$ cat config.mk
export PLATFORM = sky130hd
export DESIGN_NAME = sensor_frame_crc_decoder
export DESIGN_NICKNAME = d
export VERILOG_FILES = /design/src/rtl/core/sfcd_pkg.sv /design/src/rtl/core/sfcd_frame.sv /design/src/rtl/core/sfcd_decode.sv /design/src/rtl/core/sensor_frame_crc_decoder.sv
export SDC_FILE = /design/constraint.sdc
export NUM_CORES = 1
export LEC_CHECK = 0
export CORE_MARGIN = 3
export CORE_UTILIZATION = 48
export DETAILED_ROUTE_END_ITERATION = 6
export DONT_BUFFER_PORTS = 1
export PLACE_DENSITY = 0.59
export SLEW_MARGIN = 20
export SYNTH_ARGS = -nofsm -noshare
export SYNTH_HDL_FRONTEND = slang
export SYNTH_SLANG_ARGS = --single-unit
$ cat constraint.sdc
create_clock -name clk -period 7.05 [get_ports clk]
set_input_delay 1.0575 -clock clk [delete_from_list [all_inputs] [get_ports clk]]
set_output_delay 1.0575 -clock clk [all_outputs]
set_load 0.02 [all_outputs]
$ cat src/rtl/core/sfcd_pkg.sv
// shared types, state codes and crc step for the sensor frame decoder
`default_nettype none

package sfcd_pkg;

  localparam logic [7:0] CRC_POLY = 8'h31;

  // one input beat
  typedef struct packed {
    logic [7:0] rx_byte;
    logic       frame_start;
  } in_beat_t;

  // one result beat
  typedef struct packed {
    logic              frame_ok;
    logic [5:0]        sensor_id;
    logic signed [11:0] temperature_tenths;
    logic              battery_low;
    logic [6:0]        humidity_percent;
  } out_beat_t;

  // frame tracker position, one-hot
  typedef enum logic [4:0] {
    POS_IDLE = 5'b00001,
    POS_B1   = 5'b00010,
    POS_B2   = 5'b00100,
    POS_B3   = 5'b01000,
    POS_B4   = 5'b10000
  } pos_t;

  // held frame contents and control toward the decoder
  typedef struct packed {
    logic [7:0] b0;
    logic [7:0] b1;
    logic [7:0] b2;
    logic [7:0] b3;
    logic       crc_ok;
    logic       emit;
  } frame_view_t;

  // crc-8, msb first, one byte
  function automatic logic [7:0] crc8_step(input logic [7:0] crc, input logic [7:0] data);
    logic [7:0] c;
    c = crc ^ data;
    for (int i = 0; i < 8; i++) begin
      if (c[7]) begin
        c = {c[6:0], 1'b0} ^ CRC_POLY;
      end else begin
        c = {c[6:0], 1'b0};
      end
    end
    return c;
  endfunction

endpackage

`default_nettype wire

$ cat src/rtl/core/sfcd_frame.sv
// frame tracker: byte position, running crc and held frame bytes
`default_nettype none

module sfcd_frame (
  input  wire logic                clk,
  input  wire logic                rst_n,
  input  wire logic                accept,
  input  wire sfcd_pkg::in_beat_t  beat,
  output sfcd_pkg::frame_view_t    view
);
  import sfcd_pkg::*;

  pos_t       pos_r, pos_nxt;
  logic [7:0] crc_r, crc_nxt;
  logic [7:0] held_r [4];

  always_comb begin
    pos_nxt = pos_r;
    crc_nxt = crc_r;
    if (accept) begin
      if (beat.frame_start) begin
        pos_nxt = POS_B1;
        crc_nxt = crc8_step(8'h00, beat.rx_byte);
      end else begin
        case (pos_r)
          POS_B1: begin
            pos_nxt = POS_B2;
            crc_nxt = crc8_step(crc_r, beat.rx_byte);
          end
          POS_B2: begin
            pos_nxt = POS_B3;
            crc_nxt = crc8_step(crc_r, beat.rx_byte);
          end
          POS_B3: begin
            pos_nxt = POS_B4;
            crc_nxt = crc8_step(crc_r, beat.rx_byte);
          end
          POS_B4: begin
            pos_nxt = POS_IDLE;
          end
          default: begin
            pos_nxt = POS_IDLE;
          end
        endcase
      end
    end
  end

  always_ff @(posedge clk) begin
    if (!rst_n) begin
      pos_r <= POS_IDLE;
      crc_r <= 8'h00;
    end else begin
      pos_r <= pos_nxt;
      crc_r <= crc_nxt;
    end
  end

  // held bytes, each at its own slot
  always_ff @(posedge clk) begin
    if (accept) begin
      if (beat.frame_start) begin
        held_r[0] <= beat.rx_byte;
      end else if (pos_r == POS_B1) begin
        held_r[1] <= beat.rx_byte;
      end else if (pos_r == POS_B2) begin
        held_r[2] <= beat.rx_byte;
      end else if (pos_r == POS_B3) begin
        held_r[3] <= beat.rx_byte;
      end
    end
  end

  always_comb begin
    view.b0     = held_r[0];
    view.b1     = held_r[1];
    view.b2     = held_r[2];
    view.b3     = held_r[3];
    view.crc_ok = (beat.rx_byte == crc_r);
    view.emit   = accept && !beat.frame_start && (pos_r == POS_B4);
  end

`ifndef SYNTH
  a_start_opens: assert property (@(posedge clk) disable iff (!rst_n)
    accept && beat.frame_start |=> pos_r == POS_B1)
    else $error("start beat did not open a frame");

  a_check_closes: assert property (@(posedge clk) disable iff (!rst_n)
    accept && !beat.frame_start && pos_r == POS_B4 |=> pos_r == POS_IDLE)
    else $error("frame not closed after check byte");

  a_idle_ignores: assert property (@(posedge clk) disable iff (!rst_n)
    accept && !beat.frame_start && pos_r == POS_IDLE |=> pos_r == POS_IDLE && $stable(crc_r))
    else $error("stray beat disturbed idle tracker");
`endif

endmodule

`default_nettype wire

$ cat src/rtl/core/sfcd_decode.sv
// field decode of a checked frame
`default_nettype none

module sfcd_decode (
  input  wire sfcd_pkg::frame_view_t view,
  output sfcd_pkg::out_beat_t        result
);
  import sfcd_pkg::*;

  logic [10:0] bcd_sum;
  logic [11:0] temp_raw;

  // tens, units, tenths; nibbles above nine taken at face value
  always_comb begin
    bcd_sum  = 11'(view.b1[3:0]) * 11'd100 + 11'(view.b2[7:4]) * 11'd10
             + 11'(view.b2[3:0]);
    temp_raw = 12'(bcd_sum) - 12'd400;
  end

  always_comb begin
    result = '0;
    if (view.crc_ok) begin
      result.frame_ok           = 1'b1;
      result.sensor_id          = {view.b0[3:0], view.b1[7:6]};
      result.temperature_tenths = $signed(temp_raw);
      result.battery_low        = view.b3[7];
      result.humidity_percent   = view.b3[6:0];
    end
  end

endmodule

`default_nettype wire

$ cat src/rtl/core/sensor_frame_crc_decoder.sv
// top level of the crc-checked sensor frame decoder
//
//   channel | dir | handshake          | payload
//   --------+-----+--------------------+------------------------------------
//   in_     | in  | in_valid/in_stall  | in_data: rx_byte, frame_start
//   out_    | out | out_valid/out_stall| out_data: ok, id, temp, batt, humid
//
// one beat per cycle while in_stall is low; the result appears in the cycle after
// the check byte is taken, held in the output register
// in_stall rises only while a result waits in the output register and
// out_stall is high; otherwise every cycle with in_valid high takes a beat
// rst_n (synchronous) closes any open frame and clears the crc and the
// output register valid; held bytes carry no reset
`default_nettype none

module sensor_frame_crc_decoder (
  input  wire logic                clk,
  input  wire logic                rst_n,
  input  wire logic                in_valid,
  output logic                     in_stall,
  input  wire sfcd_pkg::in_beat_t  in_data,
  output logic                     out_valid,
  input  wire logic                out_stall,
  output sfcd_pkg::out_beat_t      out_data
);
  import sfcd_pkg::*;

  logic        in_accept;
  logic        out_free;
  frame_view_t view;
  out_beat_t   result;

  logic        out_valid_r, out_valid_nxt;
  out_beat_t   out_data_r;

  // output register is free when empty or being taken this cycle
  assign out_free  = !out_valid_r || !out_stall;
  assign in_stall  = !out_free;
  assign in_accept = in_valid && !in_stall;

  // byte tracker and crc
  sfcd_frame u_frame (
    .clk    (clk),
    .rst_n  (rst_n),
    .accept (in_accept),
    .beat   (in_data),
    .view   (view)
  );

  // field extraction, zeroed on crc mismatch
  sfcd_decode u_decode (
    .view   (view),
    .result (result)
  );

  always_comb begin
    out_valid_nxt = out_valid_r;
    if (out_free) begin
      out_valid_nxt = view.emit;
    end
  end

  always_ff @(posedge clk) begin
    if (!rst_n) begin
      out_valid_r <= 1'b0;
    end else begin
      out_valid_r <= out_valid_nxt;
    end
  end

  // payload only loads with a new result
  always_ff @(posedge clk) begin
    if (out_free && view.emit) begin
      out_data_r <= result;
    end
  end

  assign out_valid = out_valid_r;
  assign out_data  = out_data_r;

`ifndef SYNTH
  a_fail_zeroes: assert property (@(posedge clk) disable iff (!rst_n)
    out_valid_r && !out_data_r.frame_ok |->
      out_data_r.sensor_id == 6'd0 && out_data_r.temperature_tenths == 12'sd0 &&
      !out_data_r.battery_low && out_data_r.humidity_percent == 7'd0)
    else $error("failed frame carries nonzero fields");

  a_empty_no_stall: assert property (@(posedge clk) disable iff (!rst_n)
    !out_valid_r |-> !in_stall)
    else $error("input stalled with empty output register");

  a_emit_lands: assert property (@(posedge clk) disable iff (!rst_n)
    view.emit |=> out_valid_r)
    else $error("check byte taken but no result shown");
`endif

endmodule

`default_nettype wire
==> results of run 1 <==
==> layout make-up <==
cell class / count / area, um^2
Clock inverter: 7 / 124
Clock buffer: 9 / 124
Timing Repair Buffer: 2 / 15.0
Fill cell: 594 / 3060
Inverter: 11 / 41.3
Tap cell: 96 / 120
Multi-Input combinational cell: 204 / 1660
Sequential cell: 67 / 1870
==> per-stage QoR <==
stage | hold slack [ns] | utilization | cells
6_report | 0.516 | 0.563 | 396
5_1_grt | 0.529 | 0.563 | 396
2_1_floorplan | 0.483 | - | 289
3_5_place_dp | 0.501 | 0.528 | 380
3_3_place_gp | 0.500 | 0.528 | 380
4_1_cts | 0.515 | 0.563 | 396
==> placed cells by master (no fill, tap or decap), types with 2 or more instances in the layout <==
| master | count |
|---|---|
| clkbuf_8 | 9 |
| nand2_1 | 14 |
| dfxtp_1 | 14 |
| and2_1 | 20 |
| o211a_1 | 3 |
| buf_4 | 2 |
| nor2_1 | 11 |
| fa_1 | 5 |
| or2_2 | 2 |
| a21oi_1 | 13 |
| a21o_1 | 4 |
| edfxtp_1 | 53 |
| nor3_1 | 5 |
| xor2_1 | 15 |
| o21ai_0 | 5 |
| o21a_1 | 4 |
| nand4_1 | 2 |
| o21ai_1 | 3 |
| nor2b_1 | 5 |
| o22ai_1 | 4 |
| bufinv_16 | 3 |
| clkinv_4 | 2 |
| ha_1 | 26 |
| nand2b_1 | 2 |
| or4_1 | 2 |
| xnor2_1 | 39 |
| inv_1 | 11 |
| nor4b_2 | 2 |
==> power by group <==
group / switching, mW / internal (mW) / total (mW) / leakage, nW
clock: 0.152 / 0.237 / 0.389 / 0.120
combinational: 0.0408 / 0.0440 / 0.0848 / 0.745
sequential: 0.00891 / 0.430 / 0.439 / 0.539
total: 0.202 / 0.712 / 0.913 / 1.40
==> critical path, cell delays in order (launching register included) <==
cell and delay, ns:
edfxtp_1 0.43, ha_1 0.31, ha_1 0.22, fa_1 0.43, ha_1 0.30, ha_1 0.40, a21o_1 0.25, a221oi_2 0.37
xor2_2 0.15, o311ai_0 0.44, o41ai_1 0.15
==> sequential cells by signal, summed over array words and instances (netlist names) <==
register,cells
out_data,27
u_frame.held_r,26
u_frame.crc_r,8
u_frame.pos_r,5
out_valid,1
==> metal layers <==
layer	up-vias	share of wire	wire length [um]	GRT usage
li1	1035	-	-	-
met1	936	0.53	3280	0.238
met2	50	0.42	2560	0.226
met3	8	0.042	260	0.0471
met4	0	0.011	70	0.0557
met5	-	0	0	0
==> worst max path at each step <==
stage	startpoint	to	slack [ns]	cells past startpoint
6_report	u_frame.held_r[2][5]	out_data[17]	3.32	10
5_1_grt	u_frame.held_r[2][5]	out_data[17]	3.10	11
4_1_cts	u_frame.held_r[2][5]	out_data[17]	3.30	10
3_5_place_dp	u_frame.held_r[2][5]	out_data[17]	3.33	10
3_3_place_gp	u_frame.held_r[2][5]	out_data[17]	3.41	10
2_1_floorplan	in_data[0]	out_data[0]	2.20	2
==> kinds of logic (layout without fill, tap and decap cells) <==
logic type	count (synthesis)	count (layout)	synth area share
AND/OR/NAND/NOR	73	73	0.119
XOR/XNOR	55	55	0.136
adder cells (fa/ha/maj)	31	31	0.118
flip-flops	67	67	0.520
buffers and inverters	18	29	0.0205
multiplexers	1	1	0.00278
AO/OA/AOI/OAI	44	44	0.0838
==> flow_metrics.env, run 1 <==
export IMPL_outcome="complete, no violations"
export IMPL_rsz0062_at_grt="no"
export IMPL_dpl_hpwl_um=4560
export IMPL_leakage_nw=1.40
export IMPL_firstDrtPassIters=4
export IMPL_period_share=0.529
export IMPL_ys_seq_area_frac=0.520
export IMPL_skew_ns=0.00790
export IMPL_antenna_found_initial=0
export IMPL_die_y_um=92.6
export IMPL_wirelength_um=6170
export IMPL_pin_count=42
export IMPL_synthTopCellsByArea="edfxtp_1 (44%), xnor2_1 (9.5%), ha_1 (9.0%), dfxtp_1 (7.8%), xor2_1 (3.7%)"
export IMPL_design_core_area_um2=7020
export IMPL_synth_ff_type="edfxtp_1"
export IMPL_synth_top_area_share=0.442
export IMPL_ant_nets=0
export IMPL_r2r_end="out_data[17]"
export IMPL_synth_edf_count=53
export IMPL_synthArstFlopShare=0
export IMPL_grt_pass1_wl_um=10500
export IMPL_syn_nets=333
export IMPL_antenna_cells=0
export IMPL_cts_tree="done"
export IMPL_grt_pass1_vias=2081
export IMPL_total_power_mw=0.913
export IMPL_synth_commonest_cells="edfxtp_1 (53), xnor2_1 (39), ha_1 (26), and2_1 (20), xor2_1 (15)"
export IMPL_rrSetupSlack_ns=3.32
export IMPL_cts_resized=0
export IMPL_p_per_area_nw_per_um2=231
export IMPL_vdd_drop_max_v=0.0000974
export IMPL_cts_buffer_depth=2
export IMPL_drive_gt1_frac=0.103
export IMPL_h_tree_depth=3
export IMPL_hold_buffers=0
export IMPL_placed_cell_area_um2=3710
export IMPL_nets=339
export IMPL_grt_usage=0.162
export IMPL_critPathMaxFanout=7
export IMPL_cts_root_buf="clkbuf_8"
export IMPL_clkLatencyLatePin_ns=0.34
export IMPL_start_kind="flip-flop"
export IMPL_rows=30
export IMPL_worst_slew_pin_slew_ns=1.04
export IMPL_holdPathStages=2
export IMPL_synth_seq_cells=67
export IMPL_drtIter0Drc=136
export IMPL_remaining_drc_errors=0
export IMPL_hp_start="u_frame.crc_r[0]"
export IMPL_grt_max_degree=29
export IMPL_wl_per_cell_um=15.6
export IMPL_min_to="u_frame.crc_r[0]"
export IMPL_via_per_inst=5.12
export IMPL_synth_avg_cell_area_um2=12.5
export IMPL_fin_ws_ns=3.32
export IMPL_fmax_ghz=0.268
export IMPL_worstPathArrival_ns=3.80
export IMPL_synth_area_um2=3600
export IMPL_synth_top_area_cell="edfxtp_1"
export IMPL_numCtsBuffers=9
export IMPL_preCtsSetupSlack_ns=3.33
export IMPL_yosysWarnings=0
export IMPL_die_x_um=92.6
export IMPL_r2r_cells=10
export IMPL_cp_data_required_time_ns=7.12
export IMPL_final_area_um2=3960
export IMPL_hp_class="flip-flop to flip-flop"
export IMPL_gp_congestion=0.817
export IMPL_postCtsSetupBuffers=0
export IMPL_port_buffers=0
export IMPL_overflow=0
export IMPL_final_hold_violation_count=0
export IMPL_synth_distinct_cells=44
export IMPL_cp_end_kind="flip-flop"
export IMPL_reg2reg_from="u_frame.held_r[2][5]"
export IMPL_worst_setup_path_type="flip-flop to flip-flop"
export IMPL_syn_to_final_growth_pct=9.91
export IMPL_yosysMostFrequentCell="edfxtp_1"
export IMPL_postSynthCellCount=289
export IMPL_cts_sinks=67
export IMPL_timing_final_crit_period_ns=3.73
export IMPL_cap_violations=0
export IMPL_slew_violations=0
export IMPL_initial_core_util=0.513
export IMPL_clk_pin_slew_ns=0.08
export IMPL_slew_headroom=0.307
export IMPL_num_vias=2029
export IMPL_setup_viol_count_final=0
export IMPL_setup_tns_ns=0
export IMPL_fp_dieArea_um2=8570
(Power assumes the default switching activity.)
==> run 2, diff against run 1 <==
ABC_AREA = 1   (was unset)
PLACE_DENSITY = 0.61   (was 0.59)
clock period = 3.25 ns   (was 7.05 ns; I/O delays follow)
==> run 2 against run 1 <==
  * Global-route usage is 0.21 points higher
  * Fmax is 21% higher
  * Largest cell class unchanged
  * Register-to-register slack worse by 3.1 ns
  * Power is 100% higher
  * Count of clock-buffer cells in the layout stayed put
  * Via count is 31% higher
  * Clock skew is 0.0031 ns higher
  * Final area is 8.4% higher
  * Die area is 6.9% higher
  * Worst setup slack worse by 3.1 ns
==> flow_metrics.env, run 2 <==
export IMPL_outcome="complete, no violations"
export IMPL_cp_num_buf_inv=1
export IMPL_rows=32
export IMPL_worstPathCellList="ha_1 > ha_1 > fa_2 > xor2_1 > ha_1 > ha_4 > nand2_1 > inv_1 > nand3_2 > nand3_1 > nand2_1 > nand2_1 > nand3b_1 > nand2_1 > nand2_1 > nand2_1 > nor2_1"
export IMPL_postSynthCellCount=423
export IMPL_ys_seq_area_frac=0.484
export IMPL_slew_headroom=0.433
export IMPL_antenna_cells=0
export IMPL_grt_max_degree=28
export IMPL_fill_cells=695
export IMPL_placed_cell_area_um2=3980
export IMPL_remaining_drc_errors=0
export IMPL_initial_core_util=0.498
export IMPL_synth_top_area_share=0.412
export IMPL_synth_seq_cells=67
export IMPL_reg2reg_from="u_frame.held_r[2][6]"
export IMPL_firstDrtPassIters=4
export IMPL_ant_nets=0
export IMPL_dpl_hpwl_um=5340
export IMPL_final_hold_violation_count=0
export IMPL_total_power_mw=1.83
export IMPL_synth_commonest_cells="nand2_1 (95), edfxtp_1 (53), inv_1 (53), nor2_1 (50), ha_1 (26)"
export IMPL_endpoint="out_data[18]"
export IMPL_r2r_end="out_data[18]"
export IMPL_holdWs_ns=0.225
export IMPL_synth_avg_cell_area_um2=9.14
export IMPL_p_per_area_nw_per_um2=428
export IMPL_cts_root_buf="clkbuf_8"
export IMPL_critPathMaxFanout=5
export IMPL_period_share=0.945
export IMPL_clkLatencyLatePin_ns=0.34
export IMPL_synthTopCellsByArea="edfxtp_1 (41%), nand2_1 (9.2%), ha_1 (8.4%), dfxtp_1 (7.2%), inv_1 (5.1%)"
export IMPL_cp_top_family="adder cells"
export IMPL_worst_setup_path_type="flip-flop to flip-flop"
export IMPL_design_core_area_um2=7770
export IMPL_die_y_um=95.7
export IMPL_h_tree_depth=3
export IMPL_worst_slew_pin_slew_ns=0.847
export IMPL_start_kind="flip-flop"
export IMPL_drive_gt1_frac=0.144
export IMPL_largest_reg_flops=27
export IMPL_drtIter0Drc=129
export IMPL_cp_end_kind="flip-flop"
export IMPL_wirelength_um=7050
export IMPL_slowest_stage="edfxtp_1"
export IMPL_fp_dieArea_um2=9170
export IMPL_synth_distinct_cells=31
export IMPL_yosysMostFrequentCell="nand2_1"
export IMPL_cts_sinks=67
export IMPL_cap_violations=0
export IMPL_synth_ff_type="edfxtp_1"
export IMPL_final_area_um2=4290
export IMPL_gp_congestion=0.872
export IMPL_yosysWarnings=0
export IMPL_syn_nets=467
export IMPL_wl_per_cell_um=13.0
export IMPL_layout_commonest_cell="nand2_1"
export IMPL_cp_data_required_time_ns=3.35
export IMPL_skew_ns=0.0110
export IMPL_synthArstFlopShare=0
export IMPL_post_route_util=0.552
export IMPL_rrSetupSlack_ns=0.18
export IMPL_worstSetupStartpoint="u_frame.held_r[2][6]"
export IMPL_synth_top_area_cell="edfxtp_1"
export IMPL_path_depth=17
export IMPL_overflow=0
export IMPL_clk_pin_slew_ns=0.08
export IMPL_port_buffers=0
export IMPL_antenna_found_initial=0
export IMPL_via_per_inst=4.92
export IMPL_critPathMostFrequentCell="nand2_1"
export IMPL_mostFrequentLayoutCells="nand2_1 (95), inv_1 (53), edfxtp_1 (53)"
export IMPL_slew_violations=0
export IMPL_die_x_um=95.7
export IMPL_pin_count=42
export IMPL_synth_edf_count=53
export IMPL_leakage_nw=1.96
export IMPL_nets=478
export IMPL_cpPeakStageDelay_ns=0.47
export IMPL_numCtsBuffers=9
export IMPL_worstPathArrival_ns=3.17
export IMPL_synth_area_um2=3870
export IMPL_num_vias=2662
export IMPL_r2r_cells=17
export IMPL_hp_class="input port to flip-flop"
export IMPL_cts_buffer_depth=2
export IMPL_cts_tree="done"
export IMPL_setup_viol_count_final=0
export IMPL_grt_pass1_vias=2439
export IMPL_grt_usage=0.164
export IMPL_timing_final_crit_period_ns=3.07
export IMPL_vdd_drop_max_v=0.000208
export IMPL_fmax_ghz=0.326
export IMPL_grt_pass1_wl_um=11500
export IMPL_hold_buffers=0
export IMPL_syn_to_final_growth_pct=10.8
==> run 2: how the worst min path moves through the flow <==
| stage | startpoint | to | slack, ns | depth (start not counted) |
|---|---|---|---|---|
| 2_1_floorplan | u_frame.pos_r[0] | u_frame.pos_r[0] | 0.47 | 2 |
| 3_3_place_gp | u_frame.pos_r[4] | u_frame.pos_r[4] | 0.50 | 2 |
| 3_5_place_dp | u_frame.pos_r[0] | u_frame.pos_r[0] | 0.51 | 2 |
| 4_1_cts | rst_n | u_frame.pos_r[0] | 0.21 | 1 |
| 5_1_grt | in_data[4] | u_frame.held_r[3][3] | 0.21 | 0 |
| 6_report | rst_n | u_frame.pos_r[0] | 0.23 | 1 |
==> run 2: cells by family after synthesis <==
family	count (synthesis)	synth area share
AO/OA/AOI/OAI	35	0.0498
XOR/XNOR	24	0.0602
adder cells (fa/ha/maj)	31	0.110
buffers and inverters	68	0.0702
flip-flops	67	0.484
AND/OR/NAND/NOR	198	0.226
==> run 2: worst register-to-register path, cell delays in order (launching register included) <==
cell,delay (ns)
edfxtp_1,0.47
ha_1,0.24
ha_1,0.21
fa_2,0.34
xor2_1,0.15
ha_1,0.32
ha_4,0.31
nand2_1,0.05
inv_1,0.08
nand3_2,0.09
nand3_1,0.07
nand2_1,0.06
nand2_1,0.08
nand3b_1,0.11
nand2_1,0.11
nand2_1,0.06
nand2_1,0.05
nor2_1,0.04
==> run 2: cell type report <==
class,instances,area (um^2),area share
tap,102,128,0.0298
clock buffer,9,124,0.0289
timing repair buffer,5,37.5,0.00876
clock inverter,7,81.3,0.0190
sequential,67,1870,0.437
multi-input combinational,288,1810,0.421
inverter,63,238,0.0555
==> run 2: routing by layer <==
| layer | vias up | track usage | routed length [um] |
|---|---|---|---|
| li1 | 1401 | - | - |
| met1 | 1189 | 0.220 | 3390 |
| met2 | 60 | 0.252 | 3210 |
| met3 | 12 | 0.0438 | 342 |
| met4 | 0 | 0.0640 | 117 |
| met5 | - | 0 | 0 |
==> run 2: through the flow <==
| stage | std cells | worst slack, ns | TNS [ns] |
|---|---|---|---|
| 2_1_floorplan | 423 | 0.00985 | 0 |
| 3_3_place_gp | 522 | 0.0785 | 0 |
| 3_5_place_dp | 522 | 0.0367 | 0 |
| 4_1_cts | 538 | 0.0108 | 0 |
| 5_1_grt | 541 | -0.0104 | -0.0104 |
| 6_report | 541 | 0.178 | 0 |
==> run 2: power breakdown <==
part	internal [mW]	switching [mW]	total [mW]	leakage [nW]
logic	0.0701	0.111	0.181	1.23
clock network	0.366	0.348	0.714	0.101
registers	0.930	0.0102	0.940	0.631
total	1.37	0.469	1.83	1.96
==> run 2: repair_timing <==
item                       4_1_cts  5_1_grt
setup endpoints to repair        0        6
buffers inserted                 0        3
gates resized for setup          0        8
==> run 3, diff against run 2 <==
ABC_AREA = unset   (was 1)
==> run 3 against run 2 <==
  * The flow now finishes with violations (setup timing)
  * Final cell count is 23% lower
  * Final area down 2.0%
  * Combinational power is 4% higher
  * Hold slack is essentially flat
  * Sequential share of layout area up 0.87 points
  * Die area is 6.5% lower
  * Register-to-register slack got worse by 0.23 ns
  * Fmax shrank 7.0%
  * Via count decreased by 22%
  * Clock skew is 0.00079 ns lower
  * Wire length is 12% lower
  * Sequential power grew 1%
  * Highest routed layer unchanged
==> flow_metrics.env, run 3 (synthesis gave the netlist of run 1 again) <==
export IMPL_outcome="finished with violations"
export IMPL_violations="setup timing"
export IMPL_p_per_area_nw_per_um2=441
export IMPL_critPathMostFrequentCell="ha_1"
export IMPL_critPathMaxFanout=4
export IMPL_cp_data_required_time_ns=3.33
export IMPL_initial_core_util=0.513
export IMPL_wl_per_cell_um=14.8
export IMPL_reg2reg_from="u_frame.held_r[2][5]"
export IMPL_hp_class="input port to flip-flop"
export IMPL_fin_ws_ns=-0.0535
export IMPL_slowest_stage="edfxtp_1"
export IMPL_clkLatencyLatePin_ns=0.34
export IMPL_die_x_um=92.6
export IMPL_dpl_hpwl_um=4650
export IMPL_fmax_ghz=0.303
export IMPL_slew_violations=0
export IMPL_num_vias=2087
export IMPL_worstSetupStartpoint="u_frame.held_r[2][5]"
export IMPL_nets=361
export IMPL_drive_gt1_frac=0.208
export IMPL_clk_pin_slew_ns=0.08
export IMPL_leakage_nw=1.51
export IMPL_worstPathArrival_ns=3.39
export IMPL_grt_pass1_wl_um=10600
export IMPL_skew_ns=0.0102
export IMPL_wirelength_um=6190
export IMPL_antenna_cells=0
export IMPL_hp_start="rst_n"
export IMPL_grt_pass1_vias=2099
export IMPL_ant_nets=0
export IMPL_remaining_drc_errors=0
export IMPL_total_power_mw=1.85
export IMPL_start_kind="flip-flop"
export IMPL_overflow=0
export IMPL_cts_root_buf="clkbuf_8"
export IMPL_cts_tree="done"
export IMPL_drtIter0Drc=72
export IMPL_mostFrequentLayoutCells="edfxtp_1 (53), xnor2_1 (38), buf_4 (24)"
export IMPL_rows=30
export IMPL_grt_max_degree=29
export IMPL_holdWs_ns=0.226
export IMPL_gp_congestion=0.809
export IMPL_pin_count=42
export IMPL_cts_buffer_depth=2
export IMPL_layout_commonest_cell="edfxtp_1"
export IMPL_die_y_um=92.6
export IMPL_final_hold_violation_count=0
export IMPL_slew_headroom=0.481
export IMPL_numCtsBuffers=9
export IMPL_design_core_area_um2=7020
export IMPL_antenna_found_initial=0
export IMPL_cap_violations=0
export IMPL_worst_slew_pin_slew_ns=0.776
export IMPL_cp_num_buf_inv=0
export IMPL_h_tree_depth=3
export IMPL_timing_final_crit_period_ns=3.30
export IMPL_cp_end_kind="flip-flop"
export IMPL_largest_reg_flops=27
export IMPL_worst_setup_path_type="flip-flop to flip-flop"
export IMPL_worstPathCellList="ha_1 > ha_2 > fa_2 > xor2_1 > ha_1 > ha_4 > and3_2 > a221oi_4 > xor2_2 > o311ai_2 > o41ai_2"
export IMPL_rsz0062_at_grt="yes"
export IMPL_via_per_inst=4.99
export IMPL_syn_to_final_growth_pct=16.8
export IMPL_port_buffers=0
export IMPL_grt_usage=0.162
export IMPL_cts_sinks=67
export IMPL_fp_dieArea_um2=8570
export IMPL_setup_viol_count_final=4
export IMPL_vdd_drop_max_v=0.000232
export IMPL_cpPeakStageDelay_ns=0.39
export IMPL_cp_top_family="adder cells"
export IMPL_firstDrtPassIters=4
export IMPL_period_share=1.02
-- run 3: changes by cell type in the layout (fill, tap and decap cells not counted), sizes merged, moves of 5 or more --
cell	delta
nand3	-30
xnor2	+28
inv	-52
nor2b	+5
nand2	-90
o21ai	-6
nor2	-41
a21oi	-7
and2	+20
buf	+19
-- run 3: per-layer routing --
layer	global-route usage	routed length (um)
met1	0.227	3180
met2	0.239	2680
met3	0.0406	241
met4	0.0705	88
met5	0	0
-- run 3: final cells by class --
cell class	count	area, um^2
sequential	67	1870
fill	595	2820
clock inverter	7	83.8
tap	96	120
timing repair buffer	24	180
inverter	11	41.3
clock buffer	9	124
multi-input combinational	204	1780
-- run 3: stage by stage --
step / std cells / setup TNS [ns] / util / cell area [um^2] / setup WS [ns]
after global routing: 418 / -0.909 / 0.599 / 4200 / -0.201
after floorplan: 289 / 0 / - / 3670 / 0.00136
after global placement: 398 / -0.0642 / 0.558 / 3920 / -0.0383
after detailed placement: 398 / -0.228 / 0.558 / 3920 / -0.0912
final: 418 / -0.172 / 0.599 / 4200 / -0.0535
after CTS: 414 / -0.234 / 0.591 / 4150 / -0.0744
-- run 3: power by group --
part	switching [mW]	total, mW	internal (mW)
Sequential	0.0190	0.953	0.934
Combinational	0.0887	0.189	0.100
Clock	0.346	0.714	0.367
-- run 3: worst register-to-register path, delay by kind of cell, from the launching register on --
| family | cells | cell delay [ns] |
|---|---|---|
| AO/OA/AOI/OAI | 3 | 0.74 |
| XOR/XNOR | 2 | 0.29 |
| flip-flops | 1 | 0.39 |
| AND/OR/NAND/NOR | 1 | 0.19 |
| adder cells (fa/ha/maj) | 5 | 1.44 |
-- run 3: final timing paths --
check | endpoint | slack, ns | depth (start not counted)
hold reg to reg | out_data[2] | 0.52 | 1
hold / removal | u_frame.pos_r[0] | 0.23 | 1
setup reg to reg | out_data[17] | -0.05 | 11
setup / recovery | out_data[17] | -0.05 | 11
-- run 3: what timing repair did --
| item | CTS | global route |
|---|---|---|
| hold buffers | 0 | 0 |
| gates resized for setup | 3 | 7 |
| pin swaps | 1 | 9 |
| setup buffers | 0 | 4 |
| cloned | 0 | 0 |
| endpoints found under the setup margin | 4 | 5 |
